File: src/rtl/assert_macros.svh
// assert_macros.svh: assertion macros shared by the covering sieve RTL.
// Depends on nothing; included inside module bodies.
`ifndef ASSERT_MACROS_SVH
`define ASSERT_MACROS_SVH

// Same-cycle implication, checked while out of reset.
`define CSF_ASSERT_IMPL(label, clk, rst_n, lhs, rhs) \
  label: assert property (@(posedge clk) disable iff (!rst_n) (lhs) |-> (rhs)) \
    else $error("implication check failed");

// Next-cycle implication, checked while out of reset.
`define CSF_ASSERT_NEXT(label, clk, rst_n, lhs, rhs) \
  label: assert property (@(posedge clk) disable iff (!rst_n) (lhs) |=> (rhs)) \
    else $error("next-cycle check failed");

`endif

File: src/rtl/csf_pkg.sv
// csf_pkg: widths, constants and stage types of the covering sieve filter.
// No dependencies.
package csf_pkg;

  // Fixed field widths
  localparam int P_W    = 63;
  localparam int ROW_W  = 32;
  localparam int TAG_W  = 16;
  localparam int RES_W  = 62;
  localparam int CFG_W  = 24;
  localparam int CIDX_W = 3;
  localparam int LOG_W  = 6;

  // Register file layout: slot 0 is the new modulus, slots 1..6 the priors
  localparam int PRIOR_REGS = 6;
  localparam int SLOT_COUNT = PRIOR_REGS + 1;
  localparam logic [CIDX_W-1:0] REG_TRIAGE = CIDX_W'(PRIOR_REGS + 1);

  // Parameter defaults
  localparam int MAX_POSITIONS_DEF = 62;
  localparam int PRIOR_SLOTS_DEF   = 6;
  localparam int MODULUS_WIDTH_DEF = 24;

  // Control that travels with a word through the bit-step stages
  typedef struct packed {
    logic             valid;
    logic             lead;   // leading one of p seen
    logic [LOG_W-1:0] msb;    // bits consumed after the leading one = floor(log2 p)
    logic [1:0]       ones;   // ones after the leading one, saturating at 2
    logic             last;   // most recent bit
  } stage_ctl_t;

  // Pass-through tag fields
  typedef struct packed {
    logic [ROW_W-1:0] row;
    logic [TAG_W-1:0] file;
    logic             batch_last;
  } row_tag_t;

endpackage

File: src/rtl/csf_mod_step.sv
// csf_mod_step: one register stage of the bit-serial p mod s reduction,
// all slots in parallel, plus leading-one tracking. Uses csf_pkg.
module csf_mod_step #(
  parameter int MODULUS_WIDTH = csf_pkg::MODULUS_WIDTH_DEF,
  parameter int BIT_POS       = 0
) (
  input  logic                                                  clk,
  input  logic                                                  rst_n,
  input  logic                                                  adv,
  input  csf_pkg::stage_ctl_t                                   ctl_i,
  input  logic [csf_pkg::P_W-1:0]                               p_i,
  input  csf_pkg::row_tag_t                                     tag_i,
  input  logic [csf_pkg::SLOT_COUNT-1:0][MODULUS_WIDTH-1:0]     rem_i,
  input  logic [csf_pkg::SLOT_COUNT-1:0][MODULUS_WIDTH-1:0]     mod_i,
  output csf_pkg::stage_ctl_t                                   ctl_o,
  output logic [csf_pkg::P_W-1:0]                               p_o,
  output csf_pkg::row_tag_t                                     tag_o,
  output logic [csf_pkg::SLOT_COUNT-1:0][MODULUS_WIDTH-1:0]     rem_o
);
  import csf_pkg::*;
  `include "assert_macros.svh"

  localparam int MW = MODULUS_WIDTH;

  stage_ctl_t                          ctl_r, ctl_nxt;
  logic [P_W-1:0]                      p_r;
  row_tag_t                            tag_r;
  logic [SLOT_COUNT-1:0][MW-1:0]       rem_r, rem_nxt;
  logic                                bit_in;

  assign bit_in = p_i[BIT_POS];

  // Shift one bit of p into each remainder, subtract s once if needed
  always_comb begin
    logic [MW:0] t;
    for (int i = 0; i < SLOT_COUNT; i++) begin
      t = {rem_i[i], bit_in};
      if (t >= {1'b0, mod_i[i]}) begin
        t = t - {1'b0, mod_i[i]};
      end
      rem_nxt[i] = t[MW-1:0];
    end
  end

  // Leading-one, log2 and tail-shape tracking
  always_comb begin
    ctl_nxt = ctl_i;
    if (!ctl_i.lead) begin
      ctl_nxt.lead = bit_in;
      ctl_nxt.msb  = '0;
      ctl_nxt.ones = '0;
      ctl_nxt.last = 1'b0;
    end else begin
      ctl_nxt.msb  = ctl_i.msb + LOG_W'(1);
      ctl_nxt.last = bit_in;
      if (bit_in && ctl_i.ones != 2'd2) begin
        ctl_nxt.ones = ctl_i.ones + 2'd1;
      end
    end
  end

  // Stage register; only the valid bit is reset
  always_ff @(posedge clk) begin
    if (!rst_n) begin
      ctl_r.valid <= 1'b0;
    end else if (adv) begin
      ctl_r <= ctl_nxt;
      p_r   <= p_i;
      tag_r <= tag_i;
      rem_r <= rem_nxt;
    end
  end

  assign ctl_o = ctl_r;
  assign p_o   = p_r;
  assign tag_o = tag_r;
  assign rem_o = rem_r;

  // A valid word carries partial remainders below a nonzero modulus; checked for slots 0 and 1
  `CSF_ASSERT_IMPL(a_rem_new_below, clk, rst_n, ctl_r.valid && mod_i[0] != '0, rem_r[0] < mod_i[0])
  `CSF_ASSERT_IMPL(a_rem_p0_below, clk, rst_n, ctl_r.valid && mod_i[1] != '0, rem_r[1] < mod_i[1])

endmodule

File: config.mk
export PLATFORM = sky130hd
export DESIGN_NAME = csf_mod_step
export DESIGN_NICKNAME = d
export VERILOG_FILES = /design/src/rtl/csf_pkg.sv /design/src/rtl/csf_mod_step.sv
export VERILOG_INCLUDE_DIRS = /design/src /design/src/rtl
export SDC_FILE = /design/constraint.sdc
export NUM_CORES = 1
export LEC_CHECK = 0
export BUFFER_PORTS_ARGS = -buffer_cell sky130_fd_sc_hd__buf_2
export CAP_MARGIN = 15
export CORE_AREA = 2 2 296 298
export DETAILED_ROUTE_END_ITERATION = 12
export DIE_AREA = 0 0 298 300
export GPL_TIMING_DRIVEN = 0
export MAX_ROUTING_LAYER = met4
export PLACE_DENSITY = 0.47
export REMOVE_ABC_BUFFERS = 1
export SKIP_CTS_REPAIR_TIMING = 1
export SYNTH_ARGS = -nofsm -noshare
export SYNTH_HDL_FRONTEND = slang
export SYNTH_SLANG_ARGS = --single-unit
File: constraint.sdc
create_clock -name clk -period 10.27 [get_ports clk]
set_input_delay 0.5135 -clock clk [delete_from_list [all_inputs] [get_ports clk]]
set_output_delay 0.5135 -clock clk [all_outputs]
set_load 0.01 [all_outputs]
==> run_results.csv, run 1 <==
group,metric,value,unit
synth,async_flop_share,0,%
sta,finalCritPeriodShare,40.11,%
synth,syn_inst,1912,
hold_path,min_path_type,"input pin to flip-flop",
route,via_per_inst,4.468,
sta,tightest_slew,1.127,ns
clock_network,numCtsBuffers,41,
clock_network,htreeDepth,2,
sta,setup-tns-final,0,ns
floorplan,start_util,23.28,%
place,dp_slack,5.457,ns
floorplan,die_y,300,microns
synth,synth_flop_cell,"edfxtp_1",
global_route,antenna_found_initial,33,
clock_network,clock_tree.root_cell,"clkbuf_16",
synth,postSynthAreaPerCell,10.50,sq um
pwr,intPower,2.824,mW
hold_path,hold_path_depth,1,
worst_setup_path,rr_worst_depth,2,
sta,fmax,242.7,MHz
run_status,status,"complete, no violations",
worst_setup_path,crit_required,10.59,ns
place,io_buffers,751,
sta,layout_setup_ws,6.150,ns
clock_network,worstSkewPairLatency,0.56,ns
sta,fin_skew,0,ns
pwr,pwr-share-seq,36.5,%
sta,finalMaxSlewViolations,0,
sta,grt_setup_unrepaired,"no",
pwr,pwr-share-clk,36.0,%
sta,final-setup-viol-count,0,
finish,layout.nets,3309,
worst_setup_path,arrival,4.44,ns
sta,whs,0.1005,ns
floorplan,core,86210,sq um
global_route,grt_usage,16.15,%
floorplan,fp.dieArea,89400,sq um
worst_setup_path,startpoint,"p_i[0]",
route,ant_nets,0,
synth,synth-warning-count,0,
synth,synth_seq_area_share,43.49,%
global_route,grt_max_degree,64,
synth,synth_edf_count,290,
pwr,p_comb_share,27.5,%
place,gp_congestion,0.8603,
route,post-route-drc-count,0,
sta,fin_crit,4.120,ns
place,placed_cell_area,25310,sq um
job,cap_violations,0,
floorplan,rows,108,
synth,ys_types,86,
finish,finalInstanceArea,26740,sq um
worst_setup_path,critical_path_class,"input pin to flip-flop",
clock_network,clockBufferDepth,3,
place,dp_hpwl,60300,microns
clock_network,cts_tree,"done",
pwr,switchingPower,1.243,mW
finish,drive_gt1_share,35.25,%
pwr,vdd_drop_max,127.7,uV
floorplan,die_w,298,microns
sta,slew-limit-headroom,24.81,%
route,firstDrtPassIters,4,
worst_setup_path,start_kind,"input pin",
finish,final_util,31.02,%
pwr,switching_share,30.57,%
worst_setup_path,cp-end-kind,"flip-flop",
floorplan,io-pin-count,753,
sta,hold_violations,0,
clock_network,clk_pin_slew,0.07,ns
synth,ys_ff_latch,291,
global_route,overflow,0,
worst_setup_path,crit_fanout,24,
worst_setup_path,r2r_start,"ctl_o[10]",
route,dr_total_vias,17370,
finish,area_growth,33.26,%
hold_path,hold_path.startpoint,"tag_i[3]",
pwr,power_per_cell_area,152.1,nW/um^2
pwr,p_leak,12.01,nW
synth,synthesis.area,20070,sq um
route,drt-total-wl,73350,microns
route,wire_per_inst,18.86,microns
route,drtIter0Drc,725,
global_route,first_global_vias,17450,
clock_network,clock-sinks,291,
global_route,grt_pass1_wl,107400,microns
-- power by group through the flow --
| stage | registers, mW | clock network (mW) | logic, mW |
|---|---|---|---|
| CTS | 1.49 | 1.53 | 1.13 |
| finish | 1.49 | 1.46 | 1.12 |
| global route | 1.50 | 1.56 | 1.23 |
| detailed placement | 1.51 | 0 | 1.12 |
| global placement | 1.53 | 0 | 1.11 |
| floorplan | 1.58 | 0 | 0.644 |
-- synthesized netlist by cell type, types with 4 or more instances --
cell / count / share of area (%)
nand2_1: 89 / 1.7
a221o_1: 4 / 0.20
o31ai_1: 10 / 0.37
a311oi_1: 4 / 0.17
ha_1: 170 / 11
o22ai_1: 4 / 0.12
nor2b_1: 10 / 0.31
mux2_1: 32 / 1.8
xor2_1: 47 / 2.1
inv_1: 209 / 3.9
mux2_2: 62 / 3.5
xnor2_1: 95 / 4.1
a21boi_0: 6 / 0.22
fa_1: 7 / 0.70
o221ai_1: 4 / 0.17
nand2b_1: 15 / 0.47
nand4_1: 21 / 0.65
o21ai_0: 74 / 1.8
mux2_4: 19 / 1.4
o21bai_1: 18 / 0.67
nand3_1: 42 / 1.0
or3_1: 9 / 0.28
and3_1: 19 / 0.59
nor3_1: 30 / 0.75
a31oi_1: 20 / 0.62
nor2_1: 134 / 2.5
or2_2: 6 / 0.19
o21ai_1: 4 / 0.10
o21a_1: 28 / 1.0
and2_1: 12 / 0.37
o211ai_1: 11 / 0.41
a31o_2: 8 / 0.35
o41ai_1: 5 / 0.22
a221oi_1: 5 / 0.22
a21oi_1: 179 / 4.5
a21o_1: 67 / 2.5
buf_4: 4 / 0.15
clkbuf_1: 31 / 0.58
mux2i_1: 9 / 0.45
a211oi_1: 20 / 0.75
edfxtp_1: 290 / 43
buf_2: 5 / 0.12
and4_1: 4 / 0.17
-- final timing paths --
kind,to,slack [ns]
worst max-delay path,rem_o[25],6.15
worst min-delay path,tag_o[3],0.10
worst max register to register,ctl_o[10],9.68
worst min register to register,ctl_o[10],0.52
-- logic make-up after synthesis --
| logic type | synth area share, % |
|---|---|
| AO/OA/AOI/OAI | 16.95 |
| AND/OR/NAND/NOR | 9.789 |
| multiplexers | 7.145 |
| XOR/XNOR | 6.197 |
| adder cells (fa/ha/maj) | 11.30 |
| buffers and inverters | 5.131 |
| flip-flops | 43.49 |
-- worst max-delay path, cell delays in order --
cell      delay (ns)
buf_2           0.18
inv_1           0.83
ha_1            0.38
nor2b_4         0.06
o31a_1          0.29
o311a_4         0.39
o21ai_2         0.18
a21oi_2         0.11
a311oi_2        0.29
o21a_2          0.77
mux2_2          0.41
-- state kept, by name, summed over array words and instances (netlist names) --
signal,cells
tag_o,49
rem_o,168
p_o,63
ctl_o,11
-- cell usage in the layout (no fill, tap or decap), types with 15 or more instances in the layout --
master       n
ha_1       170
xor2_1      47
clkbuf_16   41
nor2_1     134
nand4_1     21
o21a_1      27
nand2_1     89
nand3_1     41
a21oi_1    179
a21o_1      67
inv_1      209
xnor2_1     95
edfxtp_1   290
and3_1      19
buf_2      751
o21bai_1    17
a211oi_1    20
nor3_1      30
diode_2     32
mux2_4      19
a31oi_1     20
mux2_1      32
mux2_2      62
o21ai_0     74
nand2b_1    15
-- routing by layer --
layer  track usage (%)  vias up  routed length, microns
li1                  -     8592                       -
met1             18.14     8130                   29800
met2             26.17      555                   34950
met3             5.485       96                    5970
met4             6.892        0                    2626
met5                 -        -                       0
-- cell type report --
class / count / area, sq um
repair buffers: 760 / 3994
clock inverters: 31 / 321.6
diodes: 32 / 80.08
inverters: 209 / 784.5
well taps: 1155 / 1445
multi-input cells: 1367 / 10350
flip-flops and latches: 291 / 8728
fillers: 9242 / 59470
clock buffers: 43 / 1033
-- per-stage QoR --
stage	power, mW	cells
after floorplan	2.229	1867
after global placement	2.645	3773
after detailed placement	2.632	3782
after CTS	4.142	3856
after global routing	4.294	3887
final	4.067	3888
No activity file was read; power rests on OpenSTA's default activity.
==> run 2: changes to the inputs <==
--- a/config.mk
+++ b/config.mk
@@ -13,7 +13,7 @@
 export DIE_AREA = 0 0 298 300
 export GPL_TIMING_DRIVEN = 0
 export MAX_ROUTING_LAYER = met4
-export PLACE_DENSITY = 0.47
+export PLACE_DENSITY = 0.48
 export REMOVE_ABC_BUFFERS = 1
 export SKIP_CTS_REPAIR_TIMING = 1
 export SYNTH_ARGS = -nofsm -noshare
==> constraint.sdc (replaced) <==
create_clock -name clk -period 3.5 [get_ports clk]
set_input_delay 0.175 -clock clk [delete_from_list [all_inputs] [get_ports clk]]
set_output_delay 0.175 -clock clk [all_outputs]
set_load 0.01 [all_outputs]
==> run 2 against run 1 <==
Compared with the run above:
- the run now ends with hold timing left
- critical path depth rose by 1
- via count rose by 5.0%
- count of clock-buffer cells in the layout rose by 6
- hold slack got worse by 0.12 ns
- final cell count rose by 6.3%
- wire length rose by 3.5%
- first-iteration DRC count rose by 38%
- core utilization rose by 2.9 points
- combinational power rose to 3.2 times the previous value
- worst setup slack got worse by 6.0 ns
- design area rose by 9.5%
- clock skew did not move
- critical path type unchanged
- critical endpoint is now rem_o[50]
- largest power group unchanged
==> run_results.csv, run 2 (synthesized netlist as in run 1, its figures left out) <==
group,metric,value,unit
place,dp_slack,-0.6859,ns
route,wire_per_inst,18.38,microns
finish,layout.nets,3575,
hold_path,hold_path.startpoint,"rem_i[91]",
sta,slew-limit-headroom,28.00,%
worst_setup_path,r2r_start,"ctl_o[10]",
finish,area_growth,45.93,%
finish,final_common_cell,"buf_2",
sta,final-setup-viol-count,0,
finish,nFillCells,8961,
place,io_buffers,751,
floorplan,core,86210,sq um
finish,fin_cells,4132,
global_route,antenna_found_initial,10,
route,ant_nets,0,
sta,whs,-0.02292,ns
pwr,power,11.94,mW
global_route,grt_usage,16.29,%
floorplan,die_w,298,microns
sta,hold_violations,2,
sta,fin_skew,0,ns
finish,largest_reg_flops,168,
sta,layout_setup_ws,0.1098,ns
route,firstDrtPassIters,5,
clock_network,htreeDepth,2,
finish,drive_gt1_share,31.99,%
global_route,first_global_vias,17290,
sta,finalMaxSlewViolations,0,
clock_network,numCtsBuffers,40,
sta,finalCritPeriodShare,96.86,%
worst_setup_path,startpoint,"rem_i[53]",
floorplan,fp.dieArea,89400,sq um
clock_network,cts_tree,"done",
finish,final_util,33.97,%
floorplan,rows,108,
clock_network,clock_tree.root_cell,"clkbuf_16",
sta,tightest_slew,1.053,ns
hold_path,hold_path_depth,3,
worst_setup_path,start_kind,"input pin",
clock_network,clock-sinks,291,
worst_setup_path,rr_worst_depth,3,
run_status,status,"complete, but fails checks",
worst_setup_path,arrival,3.69,ns
global_route,grt_max_degree,64,
hold_path,hold-path-endpoint,"rem_o[92]",
route,drtIter0Drc,1003,
pwr,power_per_cell_area,407.6,nW/um^2
worst_setup_path,cp-end-kind,"flip-flop",
floorplan,io-pin-count,753,
place,dp_hpwl,61160,microns
pwr,p_leak,13.09,nW
sta,setup-tns-final,0,ns
clock_network,clk_pin_slew,0.05,ns
job,cap_violations,0,
run_status,violations,"hold timing",
route,drt-total-wl,75930,microns
global_route,grt_pass1_wl,107600,microns
route,post-route-drc-count,0,
worst_setup_path,critical_path_class,"input pin to flip-flop",
sta,fin_crit,3.390,ns
route,via_per_inst,4.416,
finish,layout_common_cells,"buf_2, edfxtp_1, dlygate4sd3_1, inv_1, a21oi_1",
place,dp_cells,3783,
worst_setup_path,reg2reg_slack,2.36,ns
global_route,overflow,0,
hold_path,min_path_type,"input pin to flip-flop",
worst_setup_path,r2r_end,"ctl_o[10]",
finish,multiInputGateArea,10360,sq um
worst_setup_path,crit_fanout,12,
finish,finalInstanceArea,29280,sq um
sta,fmax,295.0,MHz
worst_setup_path,crit_required,3.80,ns
clock_network,worstSkewPairLatency,0.57,ns
floorplan,start_util,23.28,%
route,dr_total_vias,18250,
clock_network,clockBufferDepth,3,
place,gp_congestion,0.8541,
floorplan,die_y,300,microns
place,placed_cell_area,25330,sq um
finish,seq_area,8728,sq um
pwr,vdd_drop_max,385.9,uV
run 2: metal layers:
metal	track usage, %	up-vias	part of all wire [%]
met2	27.78	527	50
met1	19.01	8537	42
met3	4.213	74	6.1
met5	-	-	0
li1	-	9109	-
met4	4.223	0	2.1
run 2: area by class of cell:
| class | count | area share (%) |
|---|---|---|
| antenna | 10 | 0.08545 |
| clock buffer | 49 | 3.568 |
| clock inverter | 24 | 0.7135 |
| sequential | 291 | 29.81 |
| tap | 1155 | 4.935 |
| multi-input combinational | 1367 | 35.38 |
| timing repair buffer | 1027 | 22.82 |
| inverter | 209 | 2.692 |
run 2: worst max-delay path, stage by stage:
cell	delay, ns
dlygate4sd3_1	0.53
buf_2	0.13
ha_1	0.39
nand2_1	0.12
nor3_1	0.36
a21o_1	0.19
o21ai_0	0.09
a31oi_1	0.26
o21ai_0	0.33
o21ai_4	0.51
buf_16	0.21
mux2_1	0.37
run 2: worst max-delay path by stage:
stage                 end  slack [ns]  cells past startpoint
6_report        rem_o[50]        0.11                     12
5_1_grt         rem_o[50]       -0.04                     12
4_1_cts         rem_o[70]       -0.05                     14
3_5_place_dp    rem_o[70]       -0.69                     14
3_3_place_gp   rem_o[113]       -8.43                      2
2_1_floorplan    ctl_o[0]       -3.91                      1
run 2: power by group:
group | switching, mW | leakage (nW) | internal, mW | total, mW
Combinational | 1.87 | 9.74 | 1.67 | 3.54
Clock | 1.73 | 0.612 | 2.29 | 4.02
Sequential | 0.0907 | 2.73 | 4.28 | 4.37
==> run 3: changes to the inputs <==
==> constraint.sdc (replaced) <==
create_clock -name clk -period 3.5 [get_ports clk]
set_input_delay 0.35 -clock clk [delete_from_list [all_inputs] [get_ports clk]]
set_output_delay 0.35 -clock clk [all_outputs]
set_load 0.01 [all_outputs]
==> run 3 against run 2 <==
Compared with the run above:
- clock skew did not move
- wire length fell by 1.2%
- critical path type unchanged
- fmax rose by 1.7%
- clock power barely moved
- the run now ends clean
- design area fell by 5.3%
- critical path depth rose by 2
- die area did not move
- sequential cell count did not move
- final cell count fell by 3.7%
- largest cell class unchanged
==> run_results.csv, run 3 (synthesized netlist as in run 1, its figures left out) <==
group,metric,value,unit
route,via_per_inst,4.443,
worst_setup_path,crit_chain,"buf_2 -> clkinvlp_4 -> buf_16 -> ha_1 -> inv_1 -> fa_1 -> a21oi_1 -> o221a_2 -> a22oi_1 -> a21bo_2 -> a211oi_1 -> o41ai_1 -> xor2_1 -> mux2_1",
clock_network,cts_tree,"done",
worst_setup_path,critPathSlowestCell,"a21oi_1",
sta,fin_crit,3.333,ns
clock_network,htreeDepth,2,
finish,drive_gt1_share,33.78,%
pwr,vdd_drop_max,383.2,uV
sta,grt_setup_unrepaired,"no",
sta,tightest_slew,1.050,ns
clock_network,numCtsBuffers,40,
finish,largest_reg_flops,168,
global_route,antenna_found_initial,13,
floorplan,core,86210,sq um
worst_setup_path,critical_path_class,"input pin to flip-flop",
worst_setup_path,crit_fanout,8,
floorplan,start_util,23.28,%
place,dp_hpwl,61160,microns
clock_network,clk_pin_slew,0.05,ns
floorplan,fp.dieArea,89400,sq um
route,ant_nets,0,
clock_network,clock_tree.root_cell,"clkbuf_16",
global_route,grt_max_degree,64,
route,drtIter0Drc,955,
pwr,power,11.78,mW
pwr,power_per_cell_area,424.8,nW/um^2
place,gp_congestion,0.8541,
route,wire_per_inst,18.86,microns
pwr,p_leak,12.44,nW
floorplan,die_y,300,microns
floorplan,die_w,298,microns
global_route,overflow,0,
clock_network,worstSkewPairLatency,0.57,ns
sta,whs,0.04801,ns
worst_setup_path,crit_required,3.82,ns
place,io_buffers,751,
sta,slew-limit-headroom,28.21,%
route,firstDrtPassIters,5,
worst_setup_path,cp-end-kind,"flip-flop",
floorplan,io-pin-count,753,
worst_setup_path,path_buf_inv,4,
global_route,grt_usage,16.29,%
route,post-route-drc-count,0,
route,dr_total_vias,17680,
finish,area_growth,38.18,%
finish,final_util,32.17,%
worst_setup_path,max_stage_delay,0.42,ns
job,cap_violations,0,
worst_setup_path,arrival,3.65,ns
worst_setup_path,crit_family,"compound AO/OA/AOI/OAI gates",
global_route,first_global_vias,17290,
sta,fin_skew,0,ns
floorplan,rows,108,
finish,layout_common_cells,"buf_2, edfxtp_1, inv_1, a21oi_1, ha_1",
clock_network,clock-sinks,291,
clock_network,clockBufferDepth,3,
finish,final_common_cell,"buf_2",
sta,hold_violations,0,
hold_path,min_path_type,"input pin to flip-flop",
sta,final-setup-viol-count,0,
run_status,status,"complete, no violations",
sta,fmax,300.1,MHz
global_route,grt_pass1_wl,107600,microns
finish,layout.nets,3420,
sta,finalCritPeriodShare,95.22,%
sta,finalMaxSlewViolations,0,
worst_setup_path,start_kind,"input pin",
route,drt-total-wl,75060,microns
run 3: cell count changes in the layout (fill, tap and decap cells not counted):
cell and delta:
a22oi_2 -1, a22oi_1 +1, diode_2 +3, dlygate4sd3_1 -157, buf_4 +2
run 3: worst register-to-register path, cell delays in order, from the launching register on:
cell	delay [ns]
dfxtp_1	0.31
mux2i_1	0.12
nor2b_1	0.06
run 3: path summary, 6_finish.rpt:
path | start | endpoint | slack (ns) | depth (start not counted)
max | p_i[0] | rem_o[70] | 0.17 | 14
min reg2reg | ctl_o[10] | ctl_o[10] | 0.54 | 2
max reg2reg | ctl_o[10] | ctl_o[10] | 2.90 | 2
min | p_i[32] | p_o[32] | 0.05 | 1
run 3: cell type report:
class | count | area (sq um)
Clock buffer | 49 | 1045
Clock inverter | 24 | 209.0
Fill cell | 9083 | 58480
Inverter | 209 | 788.3
Multi-Input combinational cell | 1367 | 10350
Timing Repair Buffer | 872 | 5127
Tap cell | 1155 | 1445
Antenna cell | 13 | 32.53
Sequential cell | 291 | 8728
run 3: through the flow:
step                setup slack, ns  std cells  TNS [ns]  cell area [sq um]
floorplan                    -4.080       1867  -1203.12              19820
global route                0.04633       3979         0              27730
detailed placement          -0.8609       3783    -76.16              25330
finish                       0.1673       3980         0              27730
global placement             -8.605       3773  -2781.69              25030
CTS                         -0.2293       3856   -0.8160              26580
run 3: where the power goes:
part	switching, mW	internal, mW
combinational	1.84	1.56
sequential	0.0911	4.28
clock	1.73	2.29
run 3: per-layer routing:
metal  share of wire, %  global-route usage, %  wire length [microns]
met1                 42                  19.01                  31760
met2                 49                  27.78                  37100
met3                6.2                  4.213                   4631
met4                2.1                  4.223                   1566
met5                  0                      -                      0
